==> src/rtl/length_prefixed_frame_deframer_assert.svh <==
// Assertion macros used by the deframer top module.
`ifndef LENGTH_PREFIXED_FRAME_DEFRAMER_ASSERT_SVH
`define LENGTH_PREFIXED_FRAME_DEFRAMER_ASSERT_SVH

// Same-cycle implication.
`define LPFD_ASSERT_NOW(label, clk, rst, ante, cons, msg) \
  label: assert property (@(posedge clk) disable iff (rst) (ante) |-> (cons)) \
    else $error(msg);

// Next-cycle implication.
`define LPFD_ASSERT_NEXT(label, clk, rst, ante, cons, msg) \
  label: assert property (@(posedge clk) disable iff (rst) (ante) |=> (cons)) \
    else $error(msg);

`endif

==> src/rtl/lpfd_pkg.sv <==
package lpfd_pkg;

  localparam logic [7:0] BYTE_SYNC = 8'hFF;

  localparam logic KIND_DATA    = 1'b0;
  localparam logic KIND_RESTART = 1'b1;

  typedef struct packed {
    logic       done;
    logic       last;
    logic [7:0] data;
    logic       pvalid;
    logic       consumed;
  } lpfd_result_t;

endpackage

==> src/rtl/length_prefixed_frame_deframer.sv <==
// Length-prefixed frame deframer, one byte per beat.
// Input stream: s_axis_tdata carries the byte, s_axis_tuser set means restart
// (clear the parser; the byte is ignored). Output stream: one beat per input
// beat, with the payload byte in m_axis_tdata (zero when not payload),
// m_axis_tlast on the final payload byte, and consumed, payload valid and
// message done flags in m_axis_tuser.
// With seek_magic set the parser waits for four 0xFF bytes, then reads a
// 4-byte little-endian length and passes that many payload bytes. Once done,
// bytes come back as not consumed until a restart beat.
// Path: an accepted beat is written into a queue entry and from there into the
// output register. Throughput: one beat per cycle while the queue is not full,
// set by the parser state update and 32-bit count compare in the front stage.
// Reset: parser idle, seek_magic = 1, queue and output register empty.
// Receiver stall: results collect in the QUEUE_DEPTH-entry queue and the
// output register; s_axis_tready drops only when the queue is full.
module length_prefixed_frame_deframer
  import lpfd_pkg::*;
#(
  parameter int QUEUE_DEPTH = 4
) (
  input  logic       clk,
  input  logic       rst,
  input  logic       cfg_wr_en,
  input  logic       cfg_wr_data,     // seek_magic
  input  logic       s_axis_tvalid,
  output logic       s_axis_tready,
  input  logic [7:0] s_axis_tdata,    // [7:0] byte_value
  input  logic       s_axis_tuser,    // [0] kind
  output logic       m_axis_tvalid,
  input  logic       m_axis_tready,
  output logic [7:0] m_axis_tdata,    // [7:0] payload_byte
  output logic       m_axis_tlast,
  output logic [2:0] m_axis_tuser     // [0] consumed, [1] payload_valid, [2] message_done
);

  `include "length_prefixed_frame_deframer_assert.svh"

  logic         push;
  logic         q_full;
  logic         pop;
  logic         q_not_empty;
  lpfd_result_t push_data;
  lpfd_result_t q_data;
  lpfd_result_t out_data;

  lpfd_front u_front (
    .clk         (clk),
    .rst         (rst),
    .cfg_wr_en   (cfg_wr_en),
    .cfg_wr_data (cfg_wr_data),
    .in_valid    (s_axis_tvalid),
    .in_ready    (s_axis_tready),
    .in_kind     (s_axis_tuser),
    .in_byte     (s_axis_tdata),
    .q_full      (q_full),
    .push        (push),
    .push_data   (push_data)
  );

  lpfd_queue #(
    .DEPTH (QUEUE_DEPTH)
  ) u_queue (
    .clk       (clk),
    .rst       (rst),
    .push      (push),
    .push_data (push_data),
    .full      (q_full),
    .pop       (pop),
    .not_empty (q_not_empty),
    .pop_data  (q_data)
  );

  lpfd_back u_back (
    .clk         (clk),
    .rst         (rst),
    .q_not_empty (q_not_empty),
    .q_data      (q_data),
    .pop         (pop),
    .out_valid   (m_axis_tvalid),
    .out_ready   (m_axis_tready),
    .out_data    (out_data)
  );

  assign m_axis_tdata = out_data.data;
  assign m_axis_tlast = out_data.last;
  assign m_axis_tuser = {out_data.done, out_data.pvalid, out_data.consumed};

  `LPFD_ASSERT_NOW(a_last_ends_msg, clk, rst, m_axis_tvalid && m_axis_tlast, m_axis_tuser[1] && m_axis_tuser[2], "last beat without payload or done")
  `LPFD_ASSERT_NOW(a_idle_byte_zero, clk, rst, m_axis_tvalid && !m_axis_tuser[1], m_axis_tdata == 8'd0 && !m_axis_tlast, "non-payload beat carries data")
  `LPFD_ASSERT_NOW(a_restart_clean, clk, rst, push && s_axis_tuser == KIND_RESTART, push_data == '0, "restart result not all zero")
  `LPFD_ASSERT_NEXT(a_pop_fills_out, clk, rst, pop, m_axis_tvalid, "popped result lost")

endmodule

==> src/rtl/lpfd_front.sv <==
module lpfd_front
  import lpfd_pkg::*;
(
  input  logic         clk,
  input  logic         rst,
  input  logic         cfg_wr_en,
  input  logic         cfg_wr_data,
  input  logic         in_valid,
  output logic         in_ready,
  input  logic         in_kind,
  input  logic [7:0]   in_byte,
  input  logic         q_full,
  output logic         push,
  output lpfd_result_t push_data
);

  typedef enum logic [3:0] {
    S_IDLE,
    S_SYNC1,
    S_SYNC2,
    S_SYNC3,
    S_SYNC4,
    S_LEN1,
    S_LEN2,
    S_LEN3,
    S_BODY,
    S_DONE
  } state_t;

  state_t      state;
  state_t      state_next;
  logic [31:0] length;
  logic [31:0] length_next;
  logic [31:0] count;
  logic [31:0] count_next;
  logic        seek_magic;
  logic        is_sync;

  assign in_ready = !q_full;
  assign push     = in_valid && !q_full;
  assign is_sync  = (in_byte == BYTE_SYNC);

  always_comb begin
    state_next  = state;
    length_next = length;
    count_next  = count;
    push_data   = '0;
    if (in_kind == KIND_RESTART) begin
      state_next  = S_IDLE;
      length_next = '0;
      count_next  = '0;
    end else begin
      unique case (state)
        S_SYNC1: begin
          push_data.consumed = 1'b1;
          state_next = is_sync ? S_SYNC2 : S_IDLE;
        end
        S_SYNC2: begin
          push_data.consumed = 1'b1;
          state_next = is_sync ? S_SYNC3 : S_IDLE;
        end
        S_SYNC3: begin
          push_data.consumed = 1'b1;
          state_next = is_sync ? S_SYNC4 : S_IDLE;
        end
        S_SYNC4: begin
          push_data.consumed = 1'b1;
          length_next = {24'd0, in_byte};
          state_next  = S_LEN1;
        end
        S_LEN1: begin
          push_data.consumed = 1'b1;
          length_next = {length[31:16], in_byte, length[7:0]};
          state_next  = S_LEN2;
        end
        S_LEN2: begin
          push_data.consumed = 1'b1;
          length_next = {length[31:24], in_byte, length[15:0]};
          state_next  = S_LEN3;
        end
        S_LEN3: begin
          push_data.consumed = 1'b1;
          length_next = {in_byte, length[23:0]};
          count_next  = '0;
          state_next  = (length_next == 32'd0) ? S_DONE : S_BODY;
        end
        S_BODY: begin
          push_data.consumed = 1'b1;
          push_data.pvalid   = 1'b1;
          push_data.data     = in_byte;
          count_next         = count + 32'd1;
          if (count_next == length) begin
            push_data.last = 1'b1;
            state_next     = S_DONE;
          end
        end
        S_DONE: begin
        end
        default: begin
          push_data.consumed = 1'b1;
          if (seek_magic) begin
            state_next = is_sync ? S_SYNC1 : S_IDLE;
          end else begin
            length_next = {24'd0, in_byte};
            state_next  = S_LEN1;
          end
        end
      endcase
    end
    push_data.done = (state_next == S_DONE);
  end

  always_ff @(posedge clk) begin
    if (rst) begin
      state      <= S_IDLE;
      length     <= '0;
      count      <= '0;
      seek_magic <= 1'b1;
    end else begin
      if (push) begin
        state  <= state_next;
        length <= length_next;
        count  <= count_next;
      end
      if (cfg_wr_en) begin
        seek_magic <= cfg_wr_data;
      end
    end
  end

endmodule

==> src/rtl/lpfd_queue.sv <==
module lpfd_queue
  import lpfd_pkg::*;
#(
  parameter int DEPTH = 4
) (
  input  logic         clk,
  input  logic         rst,
  input  logic         push,
  input  lpfd_result_t push_data,
  output logic         full,
  input  logic         pop,
  output logic         not_empty,
  output lpfd_result_t pop_data
);

  localparam int PTR_W = (DEPTH > 1) ? $clog2(DEPTH) : 1;
  localparam int CNT_W = $clog2(DEPTH + 1);

  lpfd_result_t entries [DEPTH];
  logic [PTR_W-1:0] wr_ptr;
  logic [PTR_W-1:0] rd_ptr;
  logic [CNT_W-1:0] count;

  assign full      = (count == CNT_W'(DEPTH));
  assign not_empty = (count != '0);
  assign pop_data  = entries[rd_ptr];

  always_ff @(posedge clk) begin
    if (push) begin
      entries[wr_ptr] <= push_data;
    end
  end

  always_ff @(posedge clk) begin
    if (rst) begin
      wr_ptr <= '0;
      rd_ptr <= '0;
      count  <= '0;
    end else begin
      if (push) begin
        wr_ptr <= (wr_ptr == PTR_W'(DEPTH - 1)) ? '0 : wr_ptr + PTR_W'(1);
      end
      if (pop) begin
        rd_ptr <= (rd_ptr == PTR_W'(DEPTH - 1)) ? '0 : rd_ptr + PTR_W'(1);
      end
      if (push && !pop) begin
        count <= count + CNT_W'(1);
      end else if (pop && !push) begin
        count <= count - CNT_W'(1);
      end
    end
  end

endmodule

==> src/rtl/lpfd_back.sv <==
module lpfd_back
  import lpfd_pkg::*;
(
  input  logic         clk,
  input  logic         rst,
  input  logic         q_not_empty,
  input  lpfd_result_t q_data,
  output logic         pop,
  output logic         out_valid,
  input  logic         out_ready,
  output lpfd_result_t out_data
);

  assign pop = q_not_empty && (!out_valid || out_ready);

  always_ff @(posedge clk) begin
    if (rst) begin
      out_valid <= 1'b0;
    end else if (pop) begin
      out_valid <= 1'b1;
    end else if (out_ready) begin
      out_valid <= 1'b0;
    end
  end

  always_ff @(posedge clk) begin
    if (pop) begin
      out_data <= q_data;
    end
  end

endmodule

==> config.mk <==
export PLATFORM = sky130hd
export DESIGN_NAME = length_prefixed_frame_deframer
export DESIGN_NICKNAME = d
export VERILOG_FILES = /design/src/rtl/lpfd_pkg.sv /design/src/rtl/length_prefixed_frame_deframer.sv /design/src/rtl/lpfd_front.sv /design/src/rtl/lpfd_queue.sv /design/src/rtl/lpfd_back.sv
export VERILOG_INCLUDE_DIRS = /design/src /design/src/rtl
export SDC_FILE = /design/constraint.sdc
export NUM_CORES = 1
export LEC_CHECK = 0
export ABC_AREA = 1
export BUFFER_PORTS_ARGS = -buffer_cell sky130_fd_sc_hd__buf_2
export CORE_MARGIN = 4
export CORE_UTILIZATION = 50
export DETAILED_ROUTE_END_ITERATION = 6
export PLACE_DENSITY = 0.77
export SYNTH_ARGS = -nofsm -noshare
export SYNTH_HDL_FRONTEND = slang
export SYNTH_HIERARCHICAL = 1
export SYNTH_SLANG_ARGS = --single-unit
==> constraint.sdc <==
create_clock -name clk -period 3.3 [get_ports clk]
set_input_delay 0 -clock clk [delete_from_list [all_inputs] [get_ports clk]]
set_output_delay 0 -clock clk [all_outputs]
set_load 0.03 [all_outputs]
==> impl_metrics.yaml <==
run_status:
  outcome: "completed"
run:
  max_cap_viol_count: 0
clock_tree:
  numClockSinks: 139
  cts-root-buf: "clkbuf_16"
  htree_levels: 4
  cts_max_path_buffers: 2
  clk_pin_slew_ps: 60
  clkLatencyLatePin_ps: 420
  cts_tree: "yes"
  post_cts_buffers: 0
  cts_made_buffers: 17
worst_setup_path:
  r2r-start: "u_front/count[0]"
  slowest_delay_ps: 420
  timing.reg2reg.worst_path_depth: 12
  cp-start-kind: "flip-flop"
  critPathCaptureType: "flip-flop"
  required_ps: 3530
  cp_common_cell: "nor2_1"
  cp_top_family: "simple AND/OR/NAND/NOR gates"
  arrival_ps: 2850
  cp_max_fo: 6
  cp_cell_sequence: "ha_1 > nand2_2 > nor2_8 > nand3_1 > o21bai_1 > and2_1 > nor2_1 > nor3b_1 > nand4_1 > nor2_1 > nand3_1 > nor2_1"
  critPathSlowestCell: "dfxtp_1"
  r2r-end: "u_queue/entries[1][10]"
  criticalPathCategory: "flip-flop to flip-flop"
  r2r_slack_ps: 680
  critPathBufInv: 0
synthesis:
  synthArstFlopShare: 0
  avgSynthCellArea_um2: 7.533
  netlist_top_cells_count: "nand2_1, nor2_1, inv_1, nand3_1, dfxtp_1"
  synth-edff-count: 60
  yosysTopAreaCell: "edfxtp_1"
  synthFlopType: "dfxtp_1"
  synth_area_um2: 7564
  yosysMostFrequentCell: "nand2_1"
  yosysWarningCount: 6
  synth_fa_ha_area_frac: 0.01423
  synth_top_area_frac: 0.2382
  synth.area.top_cells: "edfxtp_1, dfxtp_1, nand2_1"
  synth_compound_area_frac: 0.1231
  synthesis.nets: 1027
  ys_types: 40
  synth-seq-cells: 139
  synth_mux_area_frac: 0
  synthSimpleGateAreaFrac: 0.3222
  yosysSeqAreaShare: 0.4473
  synth_xor_area_frac: 0.01572
  synth_top_family_by_area: "simple AND/OR/NAND/NOR gates"
  syn_inst: 1004
global_route:
  grt_util_met1: 0.3223
  grt_pass1_vias: 6222
  grt_antenna_before_repair: 0
  grt_start_max_net_pins: 61
  grt_usage: 0.2421
  grt_pass1_wl_mm: 32.06
  use_met2: 0.3901
  grt_overflow: 0
  met3_usage: 0.04472
  top_usage_layer: "met2"
floorplanning:
  die_h_um: 131.0
  dieWidth_um: 131.0
  rows: 44
  die_area_um2: 17160
  initial_core_util: 0.5146
  ioPinCount: 29
  core_area_um2: 14700
layout:
  n_antenna_cell: 0
  fill_cells: 1323
  nets: 1062
  syn2layout_area_growth_pct: 12.77
  drive_above_1_share: 0.1131
  fin_cells: 1236
power_and_ir_drop:
  p_per_area_nw_per_um2: 673.1
  ir_drop_mv: 0.3859
  power_mw: 5.741
  power.leakage_nw: 3.390
sta:
  setup_tns_ps: 0
  fin_worst_skew_ps: 5.939
  rsz0062_at_grt: "false"
  hold_viol_final: 0
  slew_viol_final: 0
  setup_viol: 0
  max_slew.worst_pin.slew_ps: 866.9
  relSlewSlack: 0.4212
  fmax_mhz: 381.3
  timing.final.crit_share: 0.7947
  fin_crit_ps: 2622
placement:
  gp_congestion: 0.9700
  port_buffers: 28
  post-place-cells: 1194
  hpwlAfterDp_mm: 14.68
drt:
  dr.pass1.iters: 5
  avgRoutedWirePerCell_um: 16.42
  num_vias: 6900
  antenna_left: 0
  drc_errors: 0
  wl_mm: 20.29
  avgViaCountPerCell: 5.583
  drt_first_iter_violations: 659
hold_path:
  min_path_cells: 3
  hold_path.class: "input pin to flip-flop"
  worstHoldStart: "s_axis_tdata[0]"
  hold_end: "u_front/length[16]"
how the worst max path moves through the flow:
stage	start	endpoint	slack [ps]	cells after the start
final	u_front/count[0]	u_queue/entries[1][10]	680	12
after global routing	u_front/count[0]	u_queue/entries[1][10]	400	12
after CTS	u_front/count[0]	u_queue/entries[1][10]	710	12
after detailed placement	u_front/count[0]	u_queue/entries[1][10]	750	12
after global placement	u_front/count[0]	u_queue/entries[1][10]	740	12
after floorplan	u_queue/count[0]	u_queue/count[1]	860	10
layout by cell type (no fill, tap or decap), types with 25 or more instances in the layout:
| cell | n |
|---|---|
| a211oi_1 | 26 |
| o21ai_0 | 25 |
| nor2_1 | 117 |
| buf_2 | 28 |
| inv_1 | 107 |
| a21oi_1 | 71 |
| nand3_1 | 87 |
| edfxtp_1 | 60 |
| nand2_1 | 249 |
| dfxtp_1 | 79 |
final cells by class:
cell class | count | area, um^2 | share of cell area
clock buffer | 20 | 456.7 | 0.05354
clock inverter | 12 | 138.9 | 0.01628
inverter | 118 | 442.9 | 0.05193
multi-input combinational | 720 | 3600 | 0.4220
sequential | 139 | 3383 | 0.3967
tap | 184 | 230.2 | 0.02699
timing repair buffer | 43 | 277.8 | 0.03257
metrics by stage:
stage	setup slack [ps]	hold WS, ps	area, um^2	util
floorplan	859.7	62.44	7564	-
global route	402.4	38.61	8529	0.5803
detailed placement	749.1	205.7	7834	0.5329
CTS	707.1	1.708	8529	0.5803
finish	677.6	22.71	8529	0.5803
global placement	744.4	199.3	7834	0.5329
cell families after synthesis:
| family | count (synthesis) |
|---|---|
| and+or+nand+nor | 539 |
| AOI/OAI and AO/OA | 165 |
| buffers and inverters | 145 |
| DFF | 139 |
| xor gates and xnor gates | 8 |
| adders and majority gates | 8 |
per-layer routing:
metal	vias to the layer above	part of all wire
met2	264	0.47
met3	44	0.066
li1	3414	-
met4	0	0.030
met5	-	0
met1	3178	0.43
power breakdown:
group	switching, mW	total (mW)	internal [mW]
combinational	1.04	1.52	0.480
sequential	0.195	2.32	2.13
clock	0.742	1.90	1.16
worst reg2reg max path: stages, from the launching register on:
cell and delay, ps:
dfxtp_1 420, ha_1 250, nand2_2 140, nor2_8 180, nand3_1 190, o21bai_1 200
and2_1 170, nor2_1 60, nor3b_1 270, nand4_1 120, nor2_1 110, nand3_1 120
nor2_1 220
registers in the layout, summed over array words and instances (netlist names), 2 cells and up, named ones only:
| name | cells |
|---|---|
| u_queue/count | 3 |
| u_front/count | 32 |
| u_front/state | 4 |
| u_front/length | 32 |
| u_queue/entries | 48 |
| u_queue/rd_ptr | 2 |
| u_queue/wr_ptr | 2 |
| u_back/out_data | 12 |
what timing repair did:
action,in CTS,in global routing
resized for setup,0,0
endpoints found under the hold margin,13,0
hold buffers,10,0
Power figures use the tool's default switching activity.
